<file path="config.mk">
export PLATFORM = sky130hd
export DESIGN_NAME = triangle_coverage_3x3_mask_flat
export DESIGN_NICKNAME = d
export VERILOG_FILES = /design/src/hdl/tcm_pkg.sv /design/src/hdl/tcm_if.sv /design/src/hdl/triangle_coverage_3x3_mask.sv /design/src/flat_wrapper.sv
export SDC_FILE = /design/constraint.sdc
export NUM_CORES = 2
export LEC_CHECK = 0
export ABC_AREA = 1
export BUFFER_PORTS_ARGS = -buffer_cell sky130_fd_sc_hd__buf_2
export CORE_MARGIN = 5
export CORE_UTILIZATION = 55
export CTS_CLUSTER_DIAMETER = 200
export DETAILED_ROUTE_END_ITERATION = 7
export MAX_ROUTING_LAYER = met4
export PLACE_DENSITY = 0.74
export SLEW_MARGIN = 20
export SYNTH_ARGS = -nofsm -noshare
export SYNTH_HDL_FRONTEND = slang
export SYNTH_SLANG_ARGS = --single-unit
</file>
<file path="constraint.sdc">
create_clock -name clk -period 22.5 [get_ports clk]
set_input_delay 1.125 -clock clk [delete_from_list [all_inputs] [get_ports clk]]
set_output_delay 1.125 -clock clk [all_outputs]
set_load 0.01 [all_outputs]
</file>
<file path="src/hdl/tcm_pkg.sv">
// shared constants for the triangle coverage 3x3 mask block
package tcm_pkg;

  // screen bound registers
  localparam int REG_BITS     = 11;
  localparam int CFG_IDX_BITS = 2;

  typedef logic [CFG_IDX_BITS-1:0] cfg_idx_t;
  typedef logic [REG_BITS-1:0]     screen_max_t;

  localparam cfg_idx_t CFG_SCREEN_X_MAX = cfg_idx_t'(0);
  localparam cfg_idx_t CFG_SCREEN_Y_MAX = cfg_idx_t'(1);

  localparam screen_max_t SCREEN_X_MAX_RST = screen_max_t'(639);
  localparam screen_max_t SCREEN_Y_MAX_RST = screen_max_t'(479);

  localparam int MASK_BITS = 9;
  typedef logic [MASK_BITS-1:0] cover_mask_t;

endpackage

</file>
<file path="src/hdl/tcm_if.sv">
// valid/ready channel interfaces for the coverage input, result and register write port

interface tcm_in_if #(
  parameter int COORD_BITS = 12,
  parameter int INDEX_BITS = 12
) ();
  logic                         valid;
  logic                         ready;
  logic signed [INDEX_BITS-1:0] pixel_col;
  logic signed [INDEX_BITS-1:0] pixel_row;
  logic signed [COORD_BITS-1:0] point_x;
  logic signed [COORD_BITS-1:0] point_y;
  logic signed [COORD_BITS-1:0] vert_a_x;
  logic signed [COORD_BITS-1:0] vert_a_y;
  logic signed [COORD_BITS-1:0] vert_b_x;
  logic signed [COORD_BITS-1:0] vert_b_y;
  logic signed [COORD_BITS-1:0] vert_c_x;
  logic signed [COORD_BITS-1:0] vert_c_y;

  modport source (
    output valid, pixel_col, pixel_row, point_x, point_y,
           vert_a_x, vert_a_y, vert_b_x, vert_b_y, vert_c_x, vert_c_y,
    input  ready
  );
  modport sink (
    input  valid, pixel_col, pixel_row, point_x, point_y,
           vert_a_x, vert_a_y, vert_b_x, vert_b_y, vert_c_x, vert_c_y,
    output ready
  );
endinterface

interface tcm_out_if import tcm_pkg::*; ();
  logic        valid;
  logic        ready;
  cover_mask_t cover_mask;
  logic        centre_in_screen;

  modport source (output valid, cover_mask, centre_in_screen, input ready);
  modport sink (input valid, cover_mask, centre_in_screen, output ready);
endinterface

interface tcm_cfg_if import tcm_pkg::*; ();
  logic        valid;
  logic        ready;
  cfg_idx_t    index;
  screen_max_t data;

  modport source (output valid, index, data, input ready);
  modport sink (input valid, index, data, output ready);
endinterface

</file>
<file path="src/hdl/triangle_coverage_3x3_mask.sv">
// top level: pipelined triangle edge-function coverage of a 3x3 pixel neighborhood
//
//   channel   dir  handshake     payload
//   in_chan   in   valid/ready   pixel index, test point, vertices a/b/c
//   out_chan  out  valid/ready   cover_mask[8:0], centre_in_screen
//   cfg_chan  in   valid/ready   index, data (screen_x_max, screen_y_max)
//
// four register stages: deltas and bound checks, products, edge values,
// then the nine neighbor sums and signs into the output register.
// one transfer per cycle sustained while out_chan is ready.
// rst_n is synchronous; it empties the pipe and reloads 639 / 479 into the bounds.
// each stage advances when it is empty or the stage after it advances, so a
// stall on out_chan backs up stage by stage and nothing is lost or repeated.
module triangle_coverage_3x3_mask import tcm_pkg::*; #(
  parameter int COORD_BITS = 12,
  parameter int INDEX_BITS = 12
) (
  input  logic       clk,
  input  logic       rst_n,
  tcm_in_if.sink     in_chan,
  tcm_out_if.source  out_chan,
  tcm_cfg_if.sink    cfg_chan
);

  localparam int W1 = COORD_BITS + 1;          // vertex and point deltas
  localparam int W2 = 2 * W1;                  // products
  localparam int W3 = W2 + 1;                  // edge value at the point
  localparam int NW = W3 + 2;                  // edge value at a neighbor
  localparam int BW = ((INDEX_BITS > REG_BITS) ? INDEX_BITS : REG_BITS) + 1;

  // ---------------------------------------------------------------- registers
  screen_max_t screen_x_max_r, screen_y_max_r;

  assign cfg_chan.ready = 1'b1;

  always_ff @(posedge clk) begin
    if (!rst_n) begin
      screen_x_max_r <= SCREEN_X_MAX_RST;
      screen_y_max_r <= SCREEN_Y_MAX_RST;
    end else if (cfg_chan.valid) begin
      if (cfg_chan.index == CFG_SCREEN_X_MAX) begin
        screen_x_max_r <= cfg_chan.data;
      end
      if (cfg_chan.index == CFG_SCREEN_Y_MAX) begin
        screen_y_max_r <= cfg_chan.data;
      end
    end
  end

  // ---------------------------------------------------------------- flow control
  logic s1_valid_r, s2_valid_r, s3_valid_r, out_valid_r;
  logic s1_en, s2_en, s3_en, out_en;

  assign out_en        = !out_valid_r || out_chan.ready;
  assign s3_en         = !s3_valid_r || out_en;
  assign s2_en         = !s2_valid_r || s3_en;
  assign s1_en         = !s1_valid_r || s2_en;
  assign in_chan.ready = s1_en;

  always_ff @(posedge clk) begin
    if (!rst_n) begin
      s1_valid_r  <= 1'b0;
      s2_valid_r  <= 1'b0;
      s3_valid_r  <= 1'b0;
      out_valid_r <= 1'b0;
    end else begin
      if (s1_en)  s1_valid_r  <= in_chan.valid;
      if (s2_en)  s2_valid_r  <= s1_valid_r;
      if (s3_en)  s3_valid_r  <= s2_valid_r;
      if (out_en) out_valid_r <= s3_valid_r;
    end
  end

  // ---------------------------------------------------------------- stage 1
  logic signed [W1-1:0] vx [3];
  logic signed [W1-1:0] vy [3];
  logic signed [W1-1:0] px_w, py_w;

  logic signed [W1-1:0] s1_ex_nxt [3], s1_ey_nxt [3], s1_dx_nxt [3], s1_dy_nxt [3];
  logic signed [W1-1:0] s1_ex_r [3], s1_ey_r [3], s1_dx_r [3], s1_dy_r [3];
  logic [2:0]           s1_xok_nxt, s1_yok_nxt, s1_xok_r, s1_yok_r;

  logic signed [BW-1:0] ix_w, iy_w, wmax_w, hmax_w, wmax_m1, hmax_m1;

  assign px_w  = W1'(in_chan.point_x);
  assign py_w  = W1'(in_chan.point_y);
  assign vx[0] = W1'(in_chan.vert_a_x);
  assign vy[0] = W1'(in_chan.vert_a_y);
  assign vx[1] = W1'(in_chan.vert_b_x);
  assign vy[1] = W1'(in_chan.vert_b_y);
  assign vx[2] = W1'(in_chan.vert_c_x);
  assign vy[2] = W1'(in_chan.vert_c_y);

  // edge k runs from vertex k to vertex k+1 (wrapping)
  always_comb begin
    for (int k = 0; k < 3; k++) begin
      s1_ex_nxt[k] = vx[(k + 1) % 3] - vx[k];
      s1_ey_nxt[k] = vy[(k + 1) % 3] - vy[k];
      s1_dx_nxt[k] = px_w - vx[k];
      s1_dy_nxt[k] = py_w - vy[k];
    end
  end

  // offset -1 needs index >= 1, offset +1 needs index <= max - 1
  assign ix_w    = BW'(in_chan.pixel_col);
  assign iy_w    = BW'(in_chan.pixel_row);
  assign wmax_w  = $signed(BW'(screen_x_max_r));
  assign hmax_w  = $signed(BW'(screen_y_max_r));
  assign wmax_m1 = wmax_w - BW'(1);
  assign hmax_m1 = hmax_w - BW'(1);

  assign s1_xok_nxt[0] = ix_w > $signed(BW'(0));
  assign s1_xok_nxt[1] = (ix_w >= $signed(BW'(0))) && (ix_w <= wmax_w);
  assign s1_xok_nxt[2] = ix_w <= wmax_m1;
  assign s1_yok_nxt[0] = iy_w > $signed(BW'(0));
  assign s1_yok_nxt[1] = (iy_w >= $signed(BW'(0))) && (iy_w <= hmax_w);
  assign s1_yok_nxt[2] = iy_w <= hmax_m1;

  always_ff @(posedge clk) begin
    if (s1_en) begin
      s1_ex_r  <= s1_ex_nxt;
      s1_ey_r  <= s1_ey_nxt;
      s1_dx_r  <= s1_dx_nxt;
      s1_dy_r  <= s1_dy_nxt;
      s1_xok_r <= s1_xok_nxt;
      s1_yok_r <= s1_yok_nxt;
    end
  end

  // ---------------------------------------------------------------- stage 2
  logic signed [W2-1:0] s2_pa_nxt [3], s2_pb_nxt [3], s2_pa_r [3], s2_pb_r [3];
  logic signed [W1-1:0] s2_ex_r [3], s2_ey_r [3];
  logic [2:0]           s2_xok_r, s2_yok_r;

  always_comb begin
    for (int k = 0; k < 3; k++) begin
      s2_pa_nxt[k] = W2'(s1_ex_r[k]) * W2'(s1_dy_r[k]);
      s2_pb_nxt[k] = W2'(s1_ey_r[k]) * W2'(s1_dx_r[k]);
    end
  end

  always_ff @(posedge clk) begin
    if (s2_en) begin
      s2_pa_r  <= s2_pa_nxt;
      s2_pb_r  <= s2_pb_nxt;
      s2_ex_r  <= s1_ex_r;
      s2_ey_r  <= s1_ey_r;
      s2_xok_r <= s1_xok_r;
      s2_yok_r <= s1_yok_r;
    end
  end

  // ---------------------------------------------------------------- stage 3
  logic signed [W3-1:0] s3_e_nxt [3], s3_e_r [3];
  logic signed [W1-1:0] s3_ex_r [3], s3_ey_r [3];
  logic [2:0]           s3_xok_r, s3_yok_r;

  always_comb begin
    for (int k = 0; k < 3; k++) begin
      s3_e_nxt[k] = W3'(s2_pa_r[k]) - W3'(s2_pb_r[k]);
    end
  end

  always_ff @(posedge clk) begin
    if (s3_en) begin
      s3_e_r   <= s3_e_nxt;
      s3_ex_r  <= s2_ex_r;
      s3_ey_r  <= s2_ey_r;
      s3_xok_r <= s2_xok_r;
      s3_yok_r <= s2_yok_r;
    end
  end

  // ---------------------------------------------------------------- stage 4
  // neighbor (u, v): e + v*ex - u*ey, with u, v in {-1, 0, +1}
  cover_mask_t          mask_nxt, mask_r;
  logic                 centre_nxt, centre_r;
  logic signed [NW-1:0] f_val;
  logic signed [NW-1:0] tv, tu;
  logic [2:0]           neg;

  always_comb begin
    mask_nxt = '0;
    f_val    = '0;
    tv       = '0;
    tu       = '0;
    neg      = '0;
    for (int r = 0; r < 3; r++) begin
      for (int c = 0; c < 3; c++) begin
        for (int k = 0; k < 3; k++) begin
          if (r == 0)      tv = -NW'(s3_ex_r[k]);
          else if (r == 2) tv = NW'(s3_ex_r[k]);
          else             tv = '0;
          if (c == 0)      tu = NW'(s3_ey_r[k]);
          else if (c == 2) tu = -NW'(s3_ey_r[k]);
          else             tu = '0;
          f_val  = NW'(s3_e_r[k]) + tv + tu;
          neg[k] = f_val[NW-1];
        end
        // either winding counts, zero is non-negative
        mask_nxt[3 * r + c] = ((neg == 3'b000) || (neg == 3'b111))
                              && s3_xok_r[c] && s3_yok_r[r];
      end
    end
  end

  assign centre_nxt = s3_xok_r[1] && s3_yok_r[1];

  always_ff @(posedge clk) begin
    if (out_en) begin
      mask_r   <= mask_nxt;
      centre_r <= centre_nxt;
    end
  end

  assign out_chan.valid            = out_valid_r;
  assign out_chan.cover_mask       = mask_r;
  assign out_chan.centre_in_screen = centre_r;

  // ---------------------------------------------------------------- checks
  // the centre neighbor can only be set when the centre index is on screen
  a_centre_bit: assert property (@(posedge clk) disable iff (!rst_n)
    out_valid_r |-> (!mask_r[4] || centre_r))
    else $error("centre mask bit set with centre off screen");

  // an accepted item always lands in stage 1
  a_enter: assert property (@(posedge clk) disable iff (!rst_n)
    (in_chan.valid && in_chan.ready) |=> s1_valid_r)
    else $error("accepted item did not enter the pipe");

  // a blocked stage 3 keeps its item
  a_s3_hold: assert property (@(posedge clk) disable iff (!rst_n)
    (s3_valid_r && !s3_en) |=> (s3_valid_r && $stable(s3_e_r[0]) && $stable(s3_xok_r)))
    else $error("stalled stage 3 item changed");

  // a stalled result keeps its payload
  a_out_hold: assert property (@(posedge clk) disable iff (!rst_n)
    (out_valid_r && !out_chan.ready) |=> (out_valid_r && $stable(mask_r) && $stable(centre_r)))
    else $error("stalled result changed");

  // reset empties the output
  a_rst_empty: assert property (@(posedge clk)
    !rst_n |=> !out_valid_r)
    else $error("output valid after reset");

endmodule
</file>
<file path="src/flat_wrapper.sv">
// flat-port wrapper written by rule: the top's interface ports become plain ports
module triangle_coverage_3x3_mask_flat import tcm_pkg::*;
#(
  parameter int COORD_BITS = 12,
  parameter int INDEX_BITS = 12
)
  (clk, rst_n, in_chan_valid, in_chan_pixel_col, in_chan_pixel_row, in_chan_point_x, in_chan_point_y, in_chan_vert_a_x, in_chan_vert_a_y, in_chan_vert_b_x, in_chan_vert_b_y, in_chan_vert_c_x, in_chan_vert_c_y, in_chan_ready, out_chan_valid, out_chan_cover_mask, out_chan_centre_in_screen, out_chan_ready, cfg_chan_valid, cfg_chan_index, cfg_chan_data, cfg_chan_ready);
  tcm_in_if #(.COORD_BITS(COORD_BITS), .INDEX_BITS(INDEX_BITS)) in_chan_i ();
  tcm_out_if out_chan_i ();
  tcm_cfg_if cfg_chan_i ();
  input  logic clk;
  input  logic rst_n;
  input wire logic [$bits(in_chan_i.valid)-1:0] in_chan_valid;
  input wire logic [$bits(in_chan_i.pixel_col)-1:0] in_chan_pixel_col;
  input wire logic [$bits(in_chan_i.pixel_row)-1:0] in_chan_pixel_row;
  input wire logic [$bits(in_chan_i.point_x)-1:0] in_chan_point_x;
  input wire logic [$bits(in_chan_i.point_y)-1:0] in_chan_point_y;
  input wire logic [$bits(in_chan_i.vert_a_x)-1:0] in_chan_vert_a_x;
  input wire logic [$bits(in_chan_i.vert_a_y)-1:0] in_chan_vert_a_y;
  input wire logic [$bits(in_chan_i.vert_b_x)-1:0] in_chan_vert_b_x;
  input wire logic [$bits(in_chan_i.vert_b_y)-1:0] in_chan_vert_b_y;
  input wire logic [$bits(in_chan_i.vert_c_x)-1:0] in_chan_vert_c_x;
  input wire logic [$bits(in_chan_i.vert_c_y)-1:0] in_chan_vert_c_y;
  output wire logic [$bits(in_chan_i.ready)-1:0] in_chan_ready;
  output wire logic [$bits(out_chan_i.valid)-1:0] out_chan_valid;
  output wire logic [$bits(out_chan_i.cover_mask)-1:0] out_chan_cover_mask;
  output wire logic [$bits(out_chan_i.centre_in_screen)-1:0] out_chan_centre_in_screen;
  input wire logic [$bits(out_chan_i.ready)-1:0] out_chan_ready;
  input wire logic [$bits(cfg_chan_i.valid)-1:0] cfg_chan_valid;
  input wire logic [$bits(cfg_chan_i.index)-1:0] cfg_chan_index;
  input wire logic [$bits(cfg_chan_i.data)-1:0] cfg_chan_data;
  output wire logic [$bits(cfg_chan_i.ready)-1:0] cfg_chan_ready;
  assign in_chan_i.valid = in_chan_valid;
  assign in_chan_i.pixel_col = in_chan_pixel_col;
  assign in_chan_i.pixel_row = in_chan_pixel_row;
  assign in_chan_i.point_x = in_chan_point_x;
  assign in_chan_i.point_y = in_chan_point_y;
  assign in_chan_i.vert_a_x = in_chan_vert_a_x;
  assign in_chan_i.vert_a_y = in_chan_vert_a_y;
  assign in_chan_i.vert_b_x = in_chan_vert_b_x;
  assign in_chan_i.vert_b_y = in_chan_vert_b_y;
  assign in_chan_i.vert_c_x = in_chan_vert_c_x;
  assign in_chan_i.vert_c_y = in_chan_vert_c_y;
  assign in_chan_ready = in_chan_i.ready;
  assign out_chan_valid = out_chan_i.valid;
  assign out_chan_cover_mask = out_chan_i.cover_mask;
  assign out_chan_centre_in_screen = out_chan_i.centre_in_screen;
  assign out_chan_i.ready = out_chan_ready;
  assign cfg_chan_i.valid = cfg_chan_valid;
  assign cfg_chan_i.index = cfg_chan_index;
  assign cfg_chan_i.data = cfg_chan_data;
  assign cfg_chan_ready = cfg_chan_i.ready;
  triangle_coverage_3x3_mask #(.COORD_BITS(COORD_BITS), .INDEX_BITS(INDEX_BITS)) u_core (.clk(clk), .rst_n(rst_n), .in_chan(in_chan_i), .out_chan(out_chan_i), .cfg_chan(cfg_chan_i));
endmodule
</file>
==> qor.tcl <==
set qor(critical_path_buf_inv_count) 6
set qor(die-width_um) 412
set qor(timing.critical_path.max_delay_family) {adder cells}
set qor(fillerInstances) 14200
set qor(synth_cell_types) 62
set qor(final_min_period_over_clock_period_pct) 28.1
set qor(most_common_library_cells_after_synthesis) {inv_1 (2227), nand2_1 (2013), ha_1 (1323), fa_1 (993), a21oi_1 (781)}
set qor(cts-resized-gates) 0
set qor(worst_setup_hold_path_clk_slew_ns) 0.07
set qor(critical_path.startpoint) {u_core.s1_ex_r[25]}
set qor(synthesis.instances) 10400
set qor(synth.top_cells.by_area) {fa_1 (22%), edfxtp_1 (19%), ha_1 (19%)}
set qor(required_time_of_the_worst_setup_path_ns) 22.92
set qor(floorplan.core_area_um2) 161000
set qor(path_common_cell) {inv_1}
set qor(vias) 70200
set qor(final.setup.tns_ns) 0
set qor(path_max_fanout) 14
set qor(gpl.final_weighted_congestion) 1.01
set qor(holdCritPathClass) {reg -> reg}
set qor(crit_slowest_cell) {fa_1}
set qor(cap_viol_max_count) 0
set qor(finalMaxSlewViolations) 0
set qor(number_of_global_route_vias_before_repair) 72500
set qor(final-seq-area_um2) 17800
set qor(synth-xor-area-share_pct) 5.49
set qor(hold_path_startpoint) {u_core.s1_xok_r[2]}
set qor(initial_core_util_pct) 55.4
set qor(post_layout_net_count) 12900
set qor(slew_headroom_pct) 33.1
set qor(ffs_w_async_s_r_synth_pct) 0
set qor(setup.worst_path.end_class) {flip-flop}
set qor(port_buffers) 149
set qor(grt_start_max_net_pins) 88
set qor(synth_area_um2) 89100
set qor(ratio_of_cells_with_drive_above_1_in_the_final_layout_pct) 4.21
set qor(outcome) {completed}
set qor(crit_reg_reg_startpoint) {u_core.s1_ex_r[25]}
set qor(finalHoldViolCount) 0
set qor(setup_viol_count_final) 0
set qor(antenna_found_initial) 22
set qor(timing.critical_path.cells) {nand2_1 > inv_1 > fa_1 > inv_1 > fa_1 > inv_1 > fa_1 > inv_1 > fa_1 > fa_1 > inv_1 > ha_1 > ha_1 > inv_1 > nor3_1 > nand4_1 > o221ai_1 > xnor2_1}
set qor(mux_cell_area_share_after_synthesis_pct) 0
set qor(firstDrtPassIters) 6
set qor(cts-root-to-sink-buffers) 3
set qor(synthesis.area_per_instance_um2) 8.55
set qor(clk-insertion-delay-late_ns) 0.70
set qor(seq_area_frac_synth_pct) 20.0
set qor(synth_edf_count) 577
set qor(dominant_combinational_cell_family_by_area_after_synthesis) {adder cells}
set qor(longest_individual_stage_delay_on_the_worst_path_ns) 0.88
set qor(synth-compound-area-share_pct) 9.25
set qor(yosys_most_used_dff) {edfxtp_1}
set qor(critPathKind) {reg -> reg}
set qor(yosys.cell_count.top_type) {inv_1}
set qor(clock_tree.htree_level_count) 3
set qor(finClkSkew_ns) 0.0471
set qor(die-height_um) 412
set qor(arrival_ns) 6.75
set qor(final_util_pct) 58.6
set qor(multiInputGateArea_um2) 61700
set qor(synth_simple_gate_area_share_pct) 13.7
set qor(dp_hpwl_um) 207000
set qor(cts.sinks) 603
set qor(worst_setup_path_start_kind) {flip-flop}
set qor(synthDominantAreaCellType) {fa_1}
set qor(synth-adder-area-share_pct) 40.9
set qor(unrepaired_setup_endpoints_after_global_routing) {false}
set qor(route.final.wire_length_um) 244000
set qor(cts-hold-fix-buffers) 0
set qor(overflow) 0
set qor(synthToLayoutAreaGrowth_pct) 5.80
set qor(finalWorstPathRequiredPeriod_ns) 6.33
set qor(die_area_um2) 170000
set qor(top_level_ports) 151
set qor(netlist.area_leader.share_pct) 22.3
set qor(detail-route-antenna-nets) 0
set qor(yosys_warnings) 0
set qor(worst_pin_slew_ns) 1.00
set qor(vias_per_cell) 5.54
set qor(root_buffer) {clkbuf_16}
set qor(fmaxAchievable_ghz) 0.158
set qor(tritoncts) {done}
set qor(cts.repair_timing.setup_buffer_count) 0
set qor(wire_length_of_the_first_global_routing_pass_um) 387000
set qor(first_iter_violations) 5439
set qor(rows) 147
set qor(numCtsBuffers) 74
set qor(route.detailed.drc) 0
set qor(synth-seq-cells) 603
set qor(grt_util_all_layers_pct) 29.8
set qor(synthesized_net_count) 12900
set qor(route.detailed.wl_per_inst_um) 19.3
## cells by family after synthesis
| logic type | Yosys count |
|---|---|
| xor+xnor | 558 |
| fa+ha+maj | 2316 |
| simple gates | 2976 |
| flops | 603 |
| other cells | 1 |
| buf+inv | 2503 |
| compound gates | 1455 |
## worst register-to-register path: stages, from the launching register on
cell and delay (ns):
edfxtp_1 0.63, nand2_1 0.16, inv_1 0.11, fa_1 0.56, inv_1 0.08, fa_1 0.89
inv_1 0.24, fa_1 0.67, inv_1 0.09, fa_1 0.51, fa_1 0.54, inv_1 0.04
ha_1 0.29, ha_1 0.37, inv_1 0.09, nor3_1 0.34, nand4_1 0.13, o221ai_1 0.23
xnor2_1 0.10
## layer usage
metal	GRT usage [%]	up-vias	routed length (um)	part of all wire [%]
li1	-	33200	-	-
met1	37.6	34000	99900	41
met2	47.4	2489	113000	46
met3	5.44	521	19700	8.1
met4	12.7	0	12000	4.9
met5	-	-	0	0
## worst paths after layout
kind | slack (ns) | end | cells past startpoint
min reg2reg | 0.41 | u_core.s2_xok_r[2] | 0
max reg2reg | 16.17 | u_core.s2_pa_r[51] | 18
max | 16.17 | u_core.s2_pa_r[51] | 18
min | 0.41 | u_core.s2_xok_r[2] | 0
## cell type report
| cell class | count | area share, % |
|---|---|---|
| inverter | 2281 | 9.10 |
| antenna | 19 | 0.0505 |
| clock buffer | 86 | 2.10 |
| sequential | 603 | 18.9 |
| multi-input combinational | 7306 | 65.5 |
| timing repair buffer | 163 | 0.903 |
| clock inverter | 50 | 0.536 |
| tap | 2160 | 2.87 |
## registers in the layout (all words and copies together), names as in the netlist, 39 cells and up
name / cells
u_core.s3_ex_r: 39
u_core.s1_dy_r: 39
u_core.s1_ex_r: 39
u_core.s2_pa_r: 78
u_core.s3_e_r: 81
u_core.s1_ey_r: 39
u_core.s2_ey_r: 39
u_core.s3_ey_r: 39
u_core.s2_pb_r: 78
u_core.s1_dx_r: 39
u_core.s2_ex_r: 39
## layout by cell type, fill, tap and decap left out, drive strengths merged, types with 86 or more instances in the layout
cell       n
clkbuf    86
a21oi    801
xnor2    187
ha      1323
nand3    227
buf      163
fa       993
xor2     371
inv     2293
nor2     497
edfxtp   577
nand2   2018
o21ai    326
## metrics by stage
stage / worst slack [ns] / std cells / hold slack [ns] / area, um2
2_1_floorplan: 12.16 / 10400 / 0.400 / 89100
3_3_place_gp: 16.22 / 12500 / 0.402 / 91700
3_5_place_dp: 16.19 / 12500 / 0.405 / 91700
4_1_cts: 16.14 / 12600 / 0.404 / 94200
5_1_grt: 15.66 / 12700 / 0.411 / 94200
6_report: 16.17 / 12700 / 0.406 / 94200
Power is not shown: default switching activity piles up to over one toggle a cycle in this logic, so the estimate is an artifact.
